File: src/rtl/isru_pkg.sv
// ----------------------------------------------------------------------------
// isru_pkg
// Shared widths and types for the inverse square-root unit activation.
// ----------------------------------------------------------------------------
package isru_pkg;

    function automatic int imax(input int a, input int b);
        return (a > b) ? a : b;
    endfunction

    localparam int SAMPLE_WIDTH = 16;
    localparam int FRAC_BITS    = 12;
    localparam int ALPHA_W      = 16;
    localparam logic [ALPHA_W-1:0] ALPHA_RESET = ALPHA_W'(4096);

    localparam int TDATA_W = ((SAMPLE_WIDTH + 7) / 8) * 8;

    // magnitude reaches 2^(SAMPLE_WIDTH-1)
    localparam int MAG_W  = SAMPLE_WIDTH;
    localparam int SQ_W   = 2 * SAMPLE_WIDTH - 1;
    localparam int PROD_W = SQ_W + ALPHA_W;
    localparam int SUM_W  = imax(PROD_W + FRAC_BITS, 4 * FRAC_BITS + 1) + 1;
    localparam int RAD_W  = SUM_W + (SUM_W % 2);
    localparam int ROOT_W = RAD_W / 2;
    localparam int REM_W  = ROOT_W + 2;
    localparam int NUM_W  = imax(MAG_W + 2 * FRAC_BITS + 1, ROOT_W) + 1;
    localparam int DIV_W  = ROOT_W + 1;
    localparam int Q_W    = MAG_W;

    typedef struct packed {
        logic [MAG_W-1:0] mag;
        logic             neg;
        logic             last;
    } side_t;

endpackage

File: src/rtl/isru_div.sv
// ----------------------------------------------------------------------------
// isru_div
// Pipelined restoring divider, one quotient bit per stage.
// ----------------------------------------------------------------------------
module isru_div (
    input  logic                       clk,
    input  logic                       rst_n,
    input  logic                       en,
    input  logic                       in_valid,
    input  logic [isru_pkg::NUM_W-1:0] num,
    input  logic [isru_pkg::DIV_W-1:0] den,
    input  isru_pkg::side_t            in_side,
    output logic                       out_valid,
    output logic [isru_pkg::Q_W-1:0]   quo,
    output isru_pkg::side_t            out_side
);
    import isru_pkg::*;

    logic             vld_reg  [Q_W];
    logic [DIV_W-1:0] rem_reg  [Q_W];
    logic [DIV_W-1:0] den_reg  [Q_W];
    logic [Q_W-1:0]   nlo_reg  [Q_W];
    logic [Q_W-1:0]   quo_reg  [Q_W];
    side_t            side_reg [Q_W];

    genvar k;
    generate
        for (k = 0; k < Q_W; k++) begin : g_stage
            logic             vld_in;
            logic [DIV_W-1:0] rem_in;
            logic [DIV_W-1:0] den_in;
            logic [Q_W-1:0]   nlo_in;
            logic [Q_W-1:0]   quo_in;
            side_t            side_in;
            logic [DIV_W:0]   rem_sh;
            logic [DIV_W:0]   diff;
            logic             ge;
            logic [DIV_W-1:0] rem_next;
            logic [Q_W-1:0]   nlo_next;
            logic [Q_W-1:0]   quo_next;

            if (k == 0) begin : g_first
                // quotient fits Q_W bits, so the upper part is below den
                assign vld_in  = in_valid;
                assign rem_in  = DIV_W'(num >> Q_W);
                assign den_in  = den;
                assign nlo_in  = num[Q_W-1:0];
                assign quo_in  = '0;
                assign side_in = in_side;
            end
            else begin : g_rest
                assign vld_in  = vld_reg[k-1];
                assign rem_in  = rem_reg[k-1];
                assign den_in  = den_reg[k-1];
                assign nlo_in  = nlo_reg[k-1];
                assign quo_in  = quo_reg[k-1];
                assign side_in = side_reg[k-1];
            end

            assign rem_sh   = {rem_in, nlo_in[Q_W-1]};
            assign ge       = (rem_sh >= {1'b0, den_in});
            assign diff     = rem_sh - {1'b0, den_in};
            assign rem_next = ge ? diff[DIV_W-1:0] : rem_sh[DIV_W-1:0];
            assign nlo_next = {nlo_in[Q_W-2:0], 1'b0};
            assign quo_next = {quo_in[Q_W-2:0], ge};

            always_ff @(posedge clk or negedge rst_n)
            begin
                if (!rst_n)
                begin
                    vld_reg[k] <= 1'b0;
                end
                else if (en)
                begin
                    vld_reg[k] <= vld_in;
                end
            end

            always_ff @(posedge clk)
            begin
                if (en)
                begin
                    rem_reg[k]  <= rem_next;
                    den_reg[k]  <= den_in;
                    nlo_reg[k]  <= nlo_next;
                    quo_reg[k]  <= quo_next;
                    side_reg[k] <= side_in;
                end
            end
        end
    endgenerate

    assign out_valid = vld_reg[Q_W-1];
    assign quo       = quo_reg[Q_W-1];
    assign out_side  = side_reg[Q_W-1];

endmodule

File: config.mk
export PLATFORM = sky130hd
export DESIGN_NAME = isru_div
export DESIGN_NICKNAME = d
export VERILOG_FILES = /design/src/rtl/isru_pkg.sv /design/src/rtl/isru_div.sv
export SDC_FILE = /design/constraint.sdc
export NUM_CORES = 2
export LEC_CHECK = 0
export BUFFER_PORTS_ARGS = -buffer_cell sky130_fd_sc_hd__buf_2
export CORE_ASPECT_RATIO = 1.5
export CORE_UTILIZATION = 60
export DETAILED_ROUTE_END_ITERATION = 8
export PLACE_DENSITY = 0.81
export SYNTH_ARGS = -nofsm -noshare
export SYNTH_HDL_FRONTEND = slang
export SYNTH_SLANG_ARGS = --single-unit
export TNS_END_PERCENT = 5
File: constraint.sdc
create_clock -name clk -period 4.2 [get_ports clk]
set_clock_uncertainty 0.05 [all_clocks]
set_input_delay 0.63 -clock clk [delete_from_list [all_inputs] [get_ports clk]]
set_output_delay 0.63 -clock clk [all_outputs]
set_load 0.01 [all_outputs]
Word-level counts from Yosys, hierarchy flattened
Memories as Yosys holds them, arrays and structs flattened. Index checks and enable logic that the tools add are counted. Widths: inputs -> output; s select.

Memories: 5. Memory bits (writable): 1776. Input bits: 95. Output and inout bits: 35. Word-level logic and storage cells: 71. Register bits after elaboration: 16.

Memory list: den_reg (depth 16, bits a word 31, rd ports 15, clocked after Yosys merged registers in 0, wr ports 16, line isru_div.sv:21) `logic [DIV_W-1:0] den_reg [Q_W];`; rem_reg (depth 16, bits a word 31, rd ports 15, clocked after Yosys merged registers in 0, wr ports 16, line isru_div.sv:20) `logic [DIV_W-1:0] rem_reg [Q_W];`; side_reg (depth 16, bits a word 18, rd ports 16, clocked after Yosys merged registers in 0, wr ports 16, line isru_div.sv:24) `side_t side_reg [Q_W];`; quo_reg (depth 16, bits a word 16, rd ports 16, clocked after Yosys merged registers in 0, wr ports 16, line isru_div.sv:23) `logic [Q_W-1:0] quo_reg [Q_W];`; nlo_reg (depth 16, bits a word 15, rd ports 15, clocked after Yosys merged registers in 0, wr ports 16, line isru_div.sv:22) `logic [Q_W-1:0] nlo_reg [Q_W];`.

Mux-type cells: 18. Add/sub/neg operators: 16. $lt $le $gt $ge: 16.

Operators by type and width (count): $mux 31 (16); $ge 32x31->1 (15); $sub 31x31->31 (15); $ge 27x31->1 (1); $sub 27x31->31 (1); $mux 1 (2).

Logic depth before layout (Yosys ltp)
An unclocked memory read counts as a cell.

Word-level depth: 3. Mapped depth: 16. Depth with buffers taken out: 14.

Least setup slack after synthesis
Ideal clock, no wire load.

Path type: reg-to-reg. Start point: memory nlo_reg[4][29] (netlist name). End point: memory rem_reg[10][10] (netlist name), data pin. Arrival: 3023 ps. Path slack: 864 ps. Stages on the path, launching flop included: 15. Library setup time: 262 ps. Buffers on the path: 1. Data required time: 3888 ps. Period minus slack after synthesis: 3336 ps. Cells stage by stage: edfxtp_1 -> inv_1 -> ha_1 -> fa_1 -> and2b_1 -> o31ai_1 -> a21oi_1 -> a31oi_1 -> o211ai_1 -> o211ai_1 -> o31a_1 -> o21ai_1 -> a41oi_2 -> buf_2 -> mux2_1.

RTL lines (line): start, declared (isru_div.sv:22); end, declared (isru_div.sv:20).

==> results.yml <==
run_status:
  outcome: "finished, final reports clean"
global_routing:
  use_met3_pct: 3.42
  grt_use_total_pct: 26.6
  globalRouteMet2Util_pct: 55.4
  grt_pass1_wl_um: 261000
  antenna_found_initial: 3
  grt_pass1_vias: 51200
  grt_use_met1_pct: 20.5
  grt.busiest_layer: "met2"
  grt_max_degree: 138
  grt_overflow: 0
timing:
  rsz0062_at_grt: "false"
  fmax_ghz: 0.245
  setup_viol: 0
  hold_viol: 0
  period_minus_slack_ns: 4.08
  fin_crit_sh_pct: 97.1
  totalNegativeSetupSlack_ns: 0
  tightestPinTransition_ns: 1.07
  drv_slew: 0
  maxSlewHeadroom_pct: 27.4
synth:
  syn-mean-instance-area_um2: 12.2
  yosys_warnings: 0
  seq_area_frac_synth_pct: 59.2
  synth_flop_cell: "edfxtp_1"
  async_flop_share_pct: 1.07
  syn-num-nets: 6803
  synth_edf_count: 1474
  syn_inst: 6201
  syn-cell-area_mm2: 0.0755
  synth_cell_types: 95
  ys_seq_elements: 1490
clocking:
  path_clk_slew_ns: 0.06
  cts.sinks: 1490
  cts_tree: "built"
  root_buffer: "clkbuf_16"
  numCtsBuffers: 142
  post_cts_buffers: 0
  clockBufferDepth: 3
  clock_latency_ns: 0.79
  htreeDepth: 4
pwr:
  power_mw: 61.7
  p_leak_nw: 34.4
  ir_worst_vdd_mv: 0.503
  powerDensity_mw_per_mm2: 730
place:
  dp_hpwl_um: 128000
  portBuffers: 129
  routabilityCongestion: 1.03
critical_path:
  critPathMaxStageDelay_ns: 0.45
  reg2reg_from: "den_reg[5][0]$_DFFE_PP_"
  crit_chain: "ha_1 -> fa_1 -> nor2b_1 -> o21ai_1 -> a21boi_1 -> o31ai_1 -> a31oi_1 -> a31oi_1 -> o21ai_1 -> a41oi_1 -> xnor2_1 -> mux2_1"
  worstPathArrival_ns: 4.56
  timing.rr.end: "rem_reg[6][26]$_DFFE_PP_"
  crit_type: "reg -> reg"
  cp_max_fo: 3
  endpoint_kind: "flip-flop"
  cp_data_required_time_ns: 4.68
  setup.worst_path.start_class: "flip-flop"
  rr_worst_depth: 12
  slowest_stage: "edfxtp_1"
  rrSetupSlack_ns: 0.12
die:
  core_area_mm2: 0.125
  dieArea_mm2: 0.127
  die_y_um: 436
  rows: 159
  start_util_pct: 60.4
  die-width_um: 292
  ioPinCount: 130
worst_hold_path:
  min-delay-start: "num[14]"
  hold_path.class: "in -> reg"
  hold_path_end: "nlo_reg[0][14]$_DFFE_PP_"
  worstHoldPathCells: 1
cells_and_area:
  fin_nets: 7142
  n_fill_cell: 8974
  drive_above_1_share_pct: 8.79
  final_cell_mix: "edfxtp_1 (1474), inv_1 (607), ha_1 (492)"
  area_delta_synth_final_pct: 11.9
  layout_commonest_cell: "edfxtp_1"
detailed_routing:
  vias_per_cell: 5.89
  num_vias: 48700
  drtAntennaViolNets: 0
  wire_per_inst_um: 20.4
  drtIter0Drc: 2506
  firstDrtPassIters: 6
  totalWireLength_um: 169000
  drc_errors: 0
job:
  cap_violations: 0
synth_stat cells (13+ instances only):
cell      number  area, um2
buf_2         31        155
nand3_1       88        440
a211oi_1      50        375
o21ai_1       74        370
nor2b_1       62        388
o21ai_0      321       1610
mux2_2        62        698
and2_1        20        125
a21o_1       254       1910
or2_2         17        106
and3_1        38        238
a21oi_1      473       2370
nor4_1        14       87.6
nand2b_1      70        438
xor2_1       157       1380
mux2_1       100       1130
o31ai_1       31        233
xnor2_1      232       2030
and4_1        17        149
a21boi_1      13       97.6
dfrtp_1       16        400
nor2_1       369       1390
nor3_1        67        335
or3_1         22        138
mux2i_1       13        130
fa_1          15        300
nand2_1      413       1550
ha_1         492       6160
a31oi_1       55        344
o21bai_1      52        390
edfxtp_1    1474      44300
o211ai_1      24        180
nand4_1       78        488
inv_1        607       2280
clkbuf_1      91        342
o31a_1        17        149
o21a_1        71        533
routing by layer:
metal	vias up	part of all wire, %
li1	23500	-
met1	23300	29
met2	1224	59
met3	633	2.8
met4	0	9.0
met5	-	0
where the power goes:
group,internal (mW),total [mW],switching (mW)
registers,20.9,22.5,1.64
logic,11.1,26.1,15.0
clock network,7.34,13.0,5.66
total,39.3,61.7,22.4
per-stage QoR:
| stage | worst slack [ns] | hold slack, ns | utilization [%] | cells | instance area [um2] |
|---|---|---|---|---|---|
| after CTS | 0.148 | 0.0163 | 67.6 | 8263 | 84500 |
| after global routing | 0.0720 | 0.0208 | 67.6 | 8266 | 84500 |
| after global placement | 0.237 | 0.350 | 63.3 | 7943 | 79100 |
| final | 0.122 | 0.0642 | 67.6 | 8266 | 84500 |
| after detailed placement | 0.206 | 0.355 | 63.3 | 7944 | 79100 |
| after floorplan | 0.864 | 0.284 | - | 6201 | 75500 |
layout make-up:
class	count	area (um2)	area share, %
Inverter	611	2290	2.72
Multi-Input combinational cell	3967	28100	33.2
Clock inverter	86	1030	1.22
Tap cell	1610	2010	2.38
Timing Repair Buffer	328	2720	3.22
Clock buffer	171	3680	4.36
Sequential cell	1490	44700	52.9
Antenna cell	3	7.51	0.00889
cells by family (layout without fill, tap and decap cells):
group / count (synthesis) / after routing / share of synthesized area [%]
simple gates: 1311 / 1311 / 8.17
compound gates: 1585 / 1585 / 13.2
fa+ha+maj: 507 / 507 / 8.56
flops: 1490 / 1490 / 59.2
mux: 175 / 175 / 2.59
other cells: 0 / 3 / 0
buf+inv: 744 / 1196 / 3.78
xor+xnor: 389 / 389 / 4.52
critical path: cells and delay by family, from the launching register on:
family	cells	cell delay (ns)
AND/OR/NAND/NOR	1	0.18
AO/OA/AOI/OAI	7	2.01
adder cells (fa/ha/maj)	2	0.66
flip-flops	1	0.45
multiplexers	1	0.30
XOR/XNOR	1	0.17
repair_timing:
| item | in CTS | in global routing |
|---|---|---|
| endpoints found under the setup margin | 0 | 28 |
| hold buffers | 62 | 0 |
| hold endpoints to repair | 77 | 0 |
| resized for setup | 0 | 1 |
how the worst max path moves through the flow:
stage | from | endpoint | slack, ns | cells past startpoint
global placement | rem_reg[10][16]$_DFFE_PP_ | rem_reg[11][11]$_DFFE_PP_ | 0.24 | 9
CTS | nlo_reg[4][29]$_DFFE_PP_ | rem_reg[10][5]$_DFFE_PP_ | 0.15 | 14
detailed placement | nlo_reg[4][29]$_DFFE_PP_ | rem_reg[10][5]$_DFFE_PP_ | 0.21 | 14
finish | den_reg[5][0]$_DFFE_PP_ | rem_reg[6][26]$_DFFE_PP_ | 0.12 | 12
global route | den_reg[5][0]$_DFFE_PP_ | rem_reg[6][26]$_DFFE_PP_ | 0.07 | 12
floorplan | nlo_reg[4][29]$_DFFE_PP_ | rem_reg[10][10]$_DFFE_PP_ | 0.86 | 14
Power figures use the tool's default switching activity.
