===== src/rtl/isru_pkg.sv =====
// ----------------------------------------------------------------------------
// isru_pkg
// Shared widths and types for the inverse square-root unit activation.
// ----------------------------------------------------------------------------
package isru_pkg;

    function automatic int imax(input int a, input int b);
        return (a > b) ? a : b;
    endfunction

    localparam int SAMPLE_WIDTH = 16;
    localparam int FRAC_BITS    = 12;
    localparam int ALPHA_W      = 16;
    localparam logic [ALPHA_W-1:0] ALPHA_RESET = ALPHA_W'(4096);

    localparam int TDATA_W = ((SAMPLE_WIDTH + 7) / 8) * 8;

    // magnitude reaches 2^(SAMPLE_WIDTH-1)
    localparam int MAG_W  = SAMPLE_WIDTH;
    localparam int SQ_W   = 2 * SAMPLE_WIDTH - 1;
    localparam int PROD_W = SQ_W + ALPHA_W;
    localparam int SUM_W  = imax(PROD_W + FRAC_BITS, 4 * FRAC_BITS + 1) + 1;
    localparam int RAD_W  = SUM_W + (SUM_W % 2);
    localparam int ROOT_W = RAD_W / 2;
    localparam int REM_W  = ROOT_W + 2;
    localparam int NUM_W  = imax(MAG_W + 2 * FRAC_BITS + 1, ROOT_W) + 1;
    localparam int DIV_W  = ROOT_W + 1;
    localparam int Q_W    = MAG_W;

    typedef struct packed {
        logic [MAG_W-1:0] mag;
        logic             neg;
        logic             last;
    } side_t;

endpackage


===== src/rtl/isru_sqrt.sv =====
// ----------------------------------------------------------------------------
// isru_sqrt
// Pipelined integer square root, one result bit per stage.
// ----------------------------------------------------------------------------
module isru_sqrt (
    input  logic                   clk,
    input  logic                   rst_n,
    input  logic                   en,
    input  logic                   in_valid,
    input  logic [isru_pkg::RAD_W-1:0]  rad,
    input  isru_pkg::side_t        in_side,
    output logic                   out_valid,
    output logic [isru_pkg::ROOT_W-1:0] root,
    output isru_pkg::side_t        out_side
);
    import isru_pkg::*;

    logic              vld_reg  [ROOT_W];
    logic [RAD_W-1:0]  rad_reg  [ROOT_W];
    logic [REM_W-1:0]  rem_reg  [ROOT_W];
    logic [ROOT_W-1:0] root_reg [ROOT_W];
    side_t             side_reg [ROOT_W];

    genvar k;
    generate
        for (k = 0; k < ROOT_W; k++) begin : g_stage
            logic              vld_in;
            logic [RAD_W-1:0]  rad_in;
            logic [REM_W-1:0]  rem_in;
            logic [ROOT_W-1:0] root_in;
            side_t             side_in;
            logic [REM_W-1:0]  rem_sh;
            logic [REM_W-1:0]  trial;
            logic              ge;
            logic [REM_W-1:0]  rem_next;
            logic [ROOT_W-1:0] root_next;
            logic [RAD_W-1:0]  rad_next;

            if (k == 0) begin : g_first
                assign vld_in  = in_valid;
                assign rad_in  = rad;
                assign rem_in  = '0;
                assign root_in = '0;
                assign side_in = in_side;
            end
            else begin : g_rest
                assign vld_in  = vld_reg[k-1];
                assign rad_in  = rad_reg[k-1];
                assign rem_in  = rem_reg[k-1];
                assign root_in = root_reg[k-1];
                assign side_in = side_reg[k-1];
            end

            // one digit of the restoring root
            assign rem_sh    = {rem_in[REM_W-3:0], rad_in[RAD_W-1:RAD_W-2]};
            assign trial     = {root_in, 2'b01};
            assign ge        = (rem_sh >= trial);
            assign rem_next  = ge ? (rem_sh - trial) : rem_sh;
            assign root_next = {root_in[ROOT_W-2:0], ge};
            assign rad_next  = {rad_in[RAD_W-3:0], 2'b00};

            always_ff @(posedge clk or negedge rst_n)
            begin
                if (!rst_n)
                begin
                    vld_reg[k] <= 1'b0;
                end
                else if (en)
                begin
                    vld_reg[k] <= vld_in;
                end
            end

            always_ff @(posedge clk)
            begin
                if (en)
                begin
                    rad_reg[k]  <= rad_next;
                    rem_reg[k]  <= rem_next;
                    root_reg[k] <= root_next;
                    side_reg[k] <= side_in;
                end
            end
        end
    endgenerate

    assign out_valid = vld_reg[ROOT_W-1];
    assign root      = root_reg[ROOT_W-1];
    assign out_side  = side_reg[ROOT_W-1];

endmodule


===== config.mk =====
export PLATFORM = sky130hd
export DESIGN_NAME = isru_sqrt
export DESIGN_NICKNAME = d
export VERILOG_FILES = /design/src/rtl/isru_pkg.sv /design/src/rtl/isru_sqrt.sv
export SDC_FILE = /design/constraint.sdc
export NUM_CORES = 2
export LEC_CHECK = 0
export BUFFER_PORTS_ARGS = -buffer_cell sky130_fd_sc_hd__buf_2
export CAP_MARGIN = 20
export CORE_MARGIN = 2
export CORE_UTILIZATION = 55
export CTS_BUF_LIST = sky130_fd_sc_hd__clkbuf_8 sky130_fd_sc_hd__clkbuf_16
export CTS_CLUSTER_DIAMETER = 200
export DETAILED_ROUTE_END_ITERATION = 16
export GPL_TIMING_DRIVEN = 0
export PLACE_DENSITY = 0.72
export SETUP_SLACK_MARGIN = 0.05
export SYNTH_ARGS = -nofsm -noshare
export SYNTH_HDL_FRONTEND = slang
export SYNTH_MEMORY_MAX_BITS = 65536
export SYNTH_SLANG_ARGS = --single-unit

===== constraint.sdc =====
create_clock -name clk -period 2.9 [get_ports clk]
set_input_delay 0.145 -clock clk [delete_from_list [all_inputs] [get_ports clk]]
set_output_delay 0.145 -clock clk [all_outputs]
set_load 0.02 [all_outputs]

# Word level (Yosys, flattened, before mapping)
# Memories as Yosys holds them, arrays and structs flattened.
# Cells that the tools add are included.
# W data, S select, Z words.
# op_classes
add_sub_neg,30
mux,32
magnitude_cmp,30
# op_table
cell,count
$mux W32,30
$ge A32 B32 Y1,29
$sub A32 B32 Y32,29
$sub A2 B1 Y3 const B,1
$ge A2 B1 Y1 const B,1
$mux W1,2
# word_totals
mem_bits_rw,4140
regBits,30
out_inout_bits,49
n_memories,4
# mem_list
memory,words,word_bits,rd,rd_ports_with_merged_regs,write_ports,line_no,text
rad_reg,30,58,29,0,30,isru_sqrt.sv:19,logic [RAD_W-1:0] rad_reg [ROOT_W];
rem_reg,30,32,29,0,30,isru_sqrt.sv:20,logic [REM_W-1:0] rem_reg [ROOT_W];
root_reg,30,30,30,0,30,isru_sqrt.sv:21,logic [ROOT_W-1:0] root_reg [ROOT_W];
side_reg,30,18,30,0,30,isru_sqrt.sv:22,side_t side_reg [ROOT_W];

# Logic depth before layout (Yosys ltp)
# An unclocked memory read counts as a cell.
# logic_depth
ltp_word,3
mapped_depth,14

# Worst setup path before layout
# Ideal clock, no wire load.
# synth_timing
path_type,reg2reg
from,mem rem_reg[8][15] (netlist name)
to,mem rem_reg[8][61] (netlist name) (data pin)
path_stages_with_launch,12
arrival_ps,2749
slack_ps,-107
period_less_slack_ps,3007
n_path_buf,1
required_ps,2642
setup_ps,258
cell_sequence,edfxtp_1 > ha_1 > clkbuf_2 > nand4b_1 > or2_2 > nor4_2 > a31o_2 > a2111oi_0 > nand2b_1 > a2111oi_0 > nand2_1 > xnor2_1
# synth_rtl
element,line_no
start: declaration,isru_sqrt.sv:20

==> impl_table.tex <==
\begin{tabular}{lr}
\hline
Metric & Value \\
\hline
\multicolumn{2}{l}{\textbf{Floorplan}} \\
\quad Width of the chip & roughly 470 um \\
\quad Io pins & 131 \\
\quad Floorplan die height & 466.9 um \\
\quad Total core area & around 210000 um2 \\
\quad Row Count & 169 \\
\quad Initial Util & a little under three fifths \\
\quad Total die area & between 200000 and 250000 um2 \\
\multicolumn{2}{l}{\textbf{Worst setup path}} \\
\quad Largest driver fanout on the critical path & 7 \\
\quad Arrival time reported for the critical path endpoint & between 3000 and 4000 ps \\
\quad Reg-to-reg slack, setup & -210 ps \\
\quad Reg2reg start & root\_reg[1][302] \\
\quad Critical path launch point type & register \\
\quad Critical path endpoint category & register \\
\quad Setup crit end & rem\_reg[13][46] \\
\quad Crit path required time & $\sim$3500 ps \\
\quad Critical Path Source & root\_reg[1][302] \\
\quad Reg2reg end & rem\_reg[13][46] \\
\quad Number of cells on the worst reg-to-reg path & 11 \\
\quad Class of the most critical setup path & reg -> reg \\
\multicolumn{2}{l}{\textbf{Global routing}} \\
\quad Total Routing Usage GR & between 20 and 25\% \\
\quad Number of global-route vias before repair & between 60000 and 70000 \\
\quad Total grt overflow & 0 \\
\quad Antenna violations before repair & 8 \\
\quad Largest net degree at the start of global routing & slightly below 200 \\
\quad Wire length of the first global-routing pass & just under 400000 um \\
\multicolumn{2}{l}{\textbf{Synth}} \\
\quad Sequential cell area fraction in the yosys report & 69.50\% \\
\quad Count of flip-flops with a built-in enable after synthesis & between 2000 and 3000 \\
\quad Post-Syn Area per Cell & approximately 14 um2 \\
\quad Mapped Cells & 8381 \\
\quad Post-synthesis async set-or-reset flop share & 1.098\% \\
\quad Main synth FF type & edfxtp\_1 \\
\quad Yosys synthesis warning count & 0 \\
\quad Total nets after synthesis & 8960 \\
\quad Register bit total from synthesis & around 2700 \\
\quad Cell variety after synth & 97 \\
\quad Synthesized area & around 120000 um2 \\
\multicolumn{2}{l}{\textbf{Power and ir drop}} \\
\quad Switching part of the total power & roughly 28\% \\
\quad Cell internal power dissipation & between 80 and 90 mW \\
\quad Cell Pwr Density & $\sim$780 nW/um2 \\
\quad Switching Power & between 30 and 40 mW \\
\quad Leak Pwr & about 56 nW \\
\quad Clk network pwr share & 30.9\% \\
\quad Logic gate share of total power & 23.9\% \\
\quad Total Power & $\sim$120 mW \\
\quad Largest voltage drop on the vdd net & roughly 550 uV \\
\quad Seq pwr share & a little under half \\
\multicolumn{2}{l}{\textbf{STA}} \\
\quad Transition time at the pin with the least slew margin & $\sim$1100 ps \\
\quad Achievable Freq & roughly 320 MHz \\
\quad Unrepaired setup endpoints after global routing & yes \\
\quad Post-route setup slack & -213.5 ps \\
\quad Final period utilization & 107.4\% \\
\quad Fin. Hold Viols & 0 \\
\quad WHS & about 13 ps \\
\quad Skew final & 51.33 ps \\
\quad Setup Viol. Count Final & around 240 \\
\quad Aggregate negative setup slack & -16900 ps \\
\quad Minimum clock period & 3114 ps \\
\quad Final Slew Violations & 0 \\
\quad Slew headroom & 23.06\% \\
\multicolumn{2}{l}{\textbf{Clock network}} \\
\quad Clk root buf & clkbuf\_16 \\
\quad Maximum level of the CTS H-tree & 5 \\
\quad Clock transition at the registers of the reported paths & 60 ps \\
\quad TritonCTS clock tree & built \\
\quad Max clock buf depth & 4 \\
\quad Clock buffer count from CTS & 299 \\
\quad Sink Count & around 2700 \\
\quad Worst skew pair latency & about 900 ps \\
\multicolumn{2}{l}{\textbf{Layout}} \\
\quad Number of flip-flops under the largest register name & 870 \\
\quad Final instance area & $\sim$150000 um2 \\
\quad Share of post-route cells with drive strength above 1 & 27.06\% \\
\quad Layout fillers & between 10000 and 15000 \\
\quad Seq. cell area & 81920 um2 \\
\quad Post-route insts no fill & between 10000 and 15000 \\
\quad Net count of the finished layout & a little over 10000 \\
\quad Total area of multi-input combinational cells & roughly 41000 um2 \\
\quad Util after Layout & about 70\% \\
\quad Area growth syn-to-layout & 26.35\% \\
\multicolumn{2}{l}{\textbf{Outcome}} \\
\quad Run status & finished, violations left \\
\quad Failing checks & setup timing \\
\multicolumn{2}{l}{\textbf{Placement}} \\
\quad Detailed placer's ending HPWL & between 150000 and 200000 um \\
\quad Count of input and output buffers & between 100 and 150 \\
\quad Final weighted congestion of routability-driven global placement & 0.9247 \\
\quad Placed cell area & 122600 um2 \\
\quad Worst Setup Slack post-DPL & -1656 ps \\
\quad Post-Place Cells & 11350 \\
\multicolumn{2}{l}{\textbf{Worst hold path}} \\
\quad Hold/Removal Path Class & in -> reg \\
\multicolumn{2}{l}{\textbf{Drt}} \\
\quad Total number of vias & 71260 \\
\quad Detailed-route wire length & roughly 260000 um \\
\quad Count of routing violations after the opening detailed-route iteration & 5962 \\
\quad Number of detailed-route iterations in the first pass & 6 \\
\quad Antenna viol nets, final & 0 \\
\quad DR WL/cell & slightly above 20 um \\
\quad DRC violation count after routing & 0 \\
\quad Via density & 5.644 \\
\multicolumn{2}{l}{\textbf{Run}} \\
\quad Number of max-cap violations & 0 \\
\hline
\end{tabular}
cells by family (layout without fill, tap and decap cells):
group	count (synthesis)	in the layout	share of synthesized area (%)
flops	2733	2733	69.50
simple gates	2016	2016	8.421
compound gates	1564	1564	8.206
buf+inv	780	2201	2.518
xor+xnor	691	691	5.135
fa+ha+maj	497	497	5.276
mux	99	99	0.9395
other cells	1	3	0.003182
critical path, cell delays in order (launching register included):
cell and delay [ps]:
edfxtp_1 420, inv_1 80, ha_2 320, a21o_1 210, nand2_1 110, nand3_2 100
a2111o_1 520, a31oi_4 230, o21ai_2 70, a21o_4 290, clkbuf_16 210, mux2_2 280
Yosys cell counts (all sizes together), types with 39 or more instances:
library cell,count,share of area [%]
a211oi,41,0.27
o31ai,52,0.34
a21o,184,1.2
nand2,560,1.8
clkbuf,111,0.35
nor2b,71,0.38
edfxtp,2703,69
nand2b,88,0.47
o21ai,422,1.8
ha,497,5.3
o21bai,51,0.32
a21oi,491,2.1
nor2,486,1.5
nor3,185,0.79
nand3,126,0.54
or3,69,0.37
nand4,99,0.53
inv,627,2.0
or4,42,0.27
buf,42,0.17
xor2,305,2.3
mux2,93,0.89
xnor2,386,2.9
or2,39,0.21
o21a,89,0.57
nor4,94,0.53
routing by layer:
layer  track usage, %  up-vias  routed length, um
li1                 -    33670                  -
met2            38.10     1818             129500
met5                0        -                  0
met4            6.850        0               7476
met3            3.196      489              12020
met1            30.16    35280             108800
repair_timing:
action | CTS | global route
setup buffers | 290 | 301
cloned | 27 | 21
hold buffers | 174 | 8
pin swaps | 287 | 412
endpoints found under the hold margin | 276 | 142
gates resized for setup | 1168 | 1130
endpoints found under the setup margin | 936 | 738
placed cells by master (no fill, tap or decap), types with 80 or more instances in the layout:
cell	count
buf_4	509
nor2_1	367
dlygate4sd3_1	170
a21o_1	183
nor3_1	134
xor2_1	301
o21a_1	88
buf_2	134
o21ai_0	197
ha_1	301
ha_4	141
nand3_1	92
clkbuf_16	347
o21ai_2	144
edfxtp_1	2703
nand4_1	99
xnor2_1	358
inv_1	628
a21oi_1	338
nand2_1	446
a21oi_2	113
nand2b_1	80
final cells by class:
class | instances | area share (%)
plain buffers | 113 | 1.028
clock inverters | 205 | 1.061
clock buffers | 307 | 5.144
diodes | 2 | 0.003361
multi-input cells | 4868 | 27.85
inverters | 627 | 1.603
well taps | 2821 | 2.370
flip-flops and latches | 2733 | 55.01
repair buffers | 949 | 5.935
worst min path at each step:
| stage | end | startpoint | slack (ps) | cells after the start |
|---|---|---|---|---|
| 2_1_floorplan | g_stage[10].vld_in | rst_n | -150 | 0 |
| 3_3_place_gp | g_stage[1].vld_in | rst_n | 190 | 1 |
| 3_5_place_dp | g_stage[1].vld_in | rst_n | 210 | 1 |
| 4_1_cts | rem_reg[5][42] | en | -80 | 2 |
| 5_1_grt | rem_reg[5][42] | en | 20 | 3 |
| 6_report | side_reg[0][213] | en | 10 | 2 |
power groups by stage:
stage          combinational, mW  clock (mW)  sequential, mW
2_1_floorplan               14.0           0            51.8
3_3_place_gp                14.5           0            53.0
3_5_place_dp                19.1           0            53.1
4_1_cts                     23.6        36.8            52.5
5_1_grt                     30.1        38.3            53.2
6_report                    27.8        35.9            52.7
No activity file was read; power rests on OpenSTA's default activity.
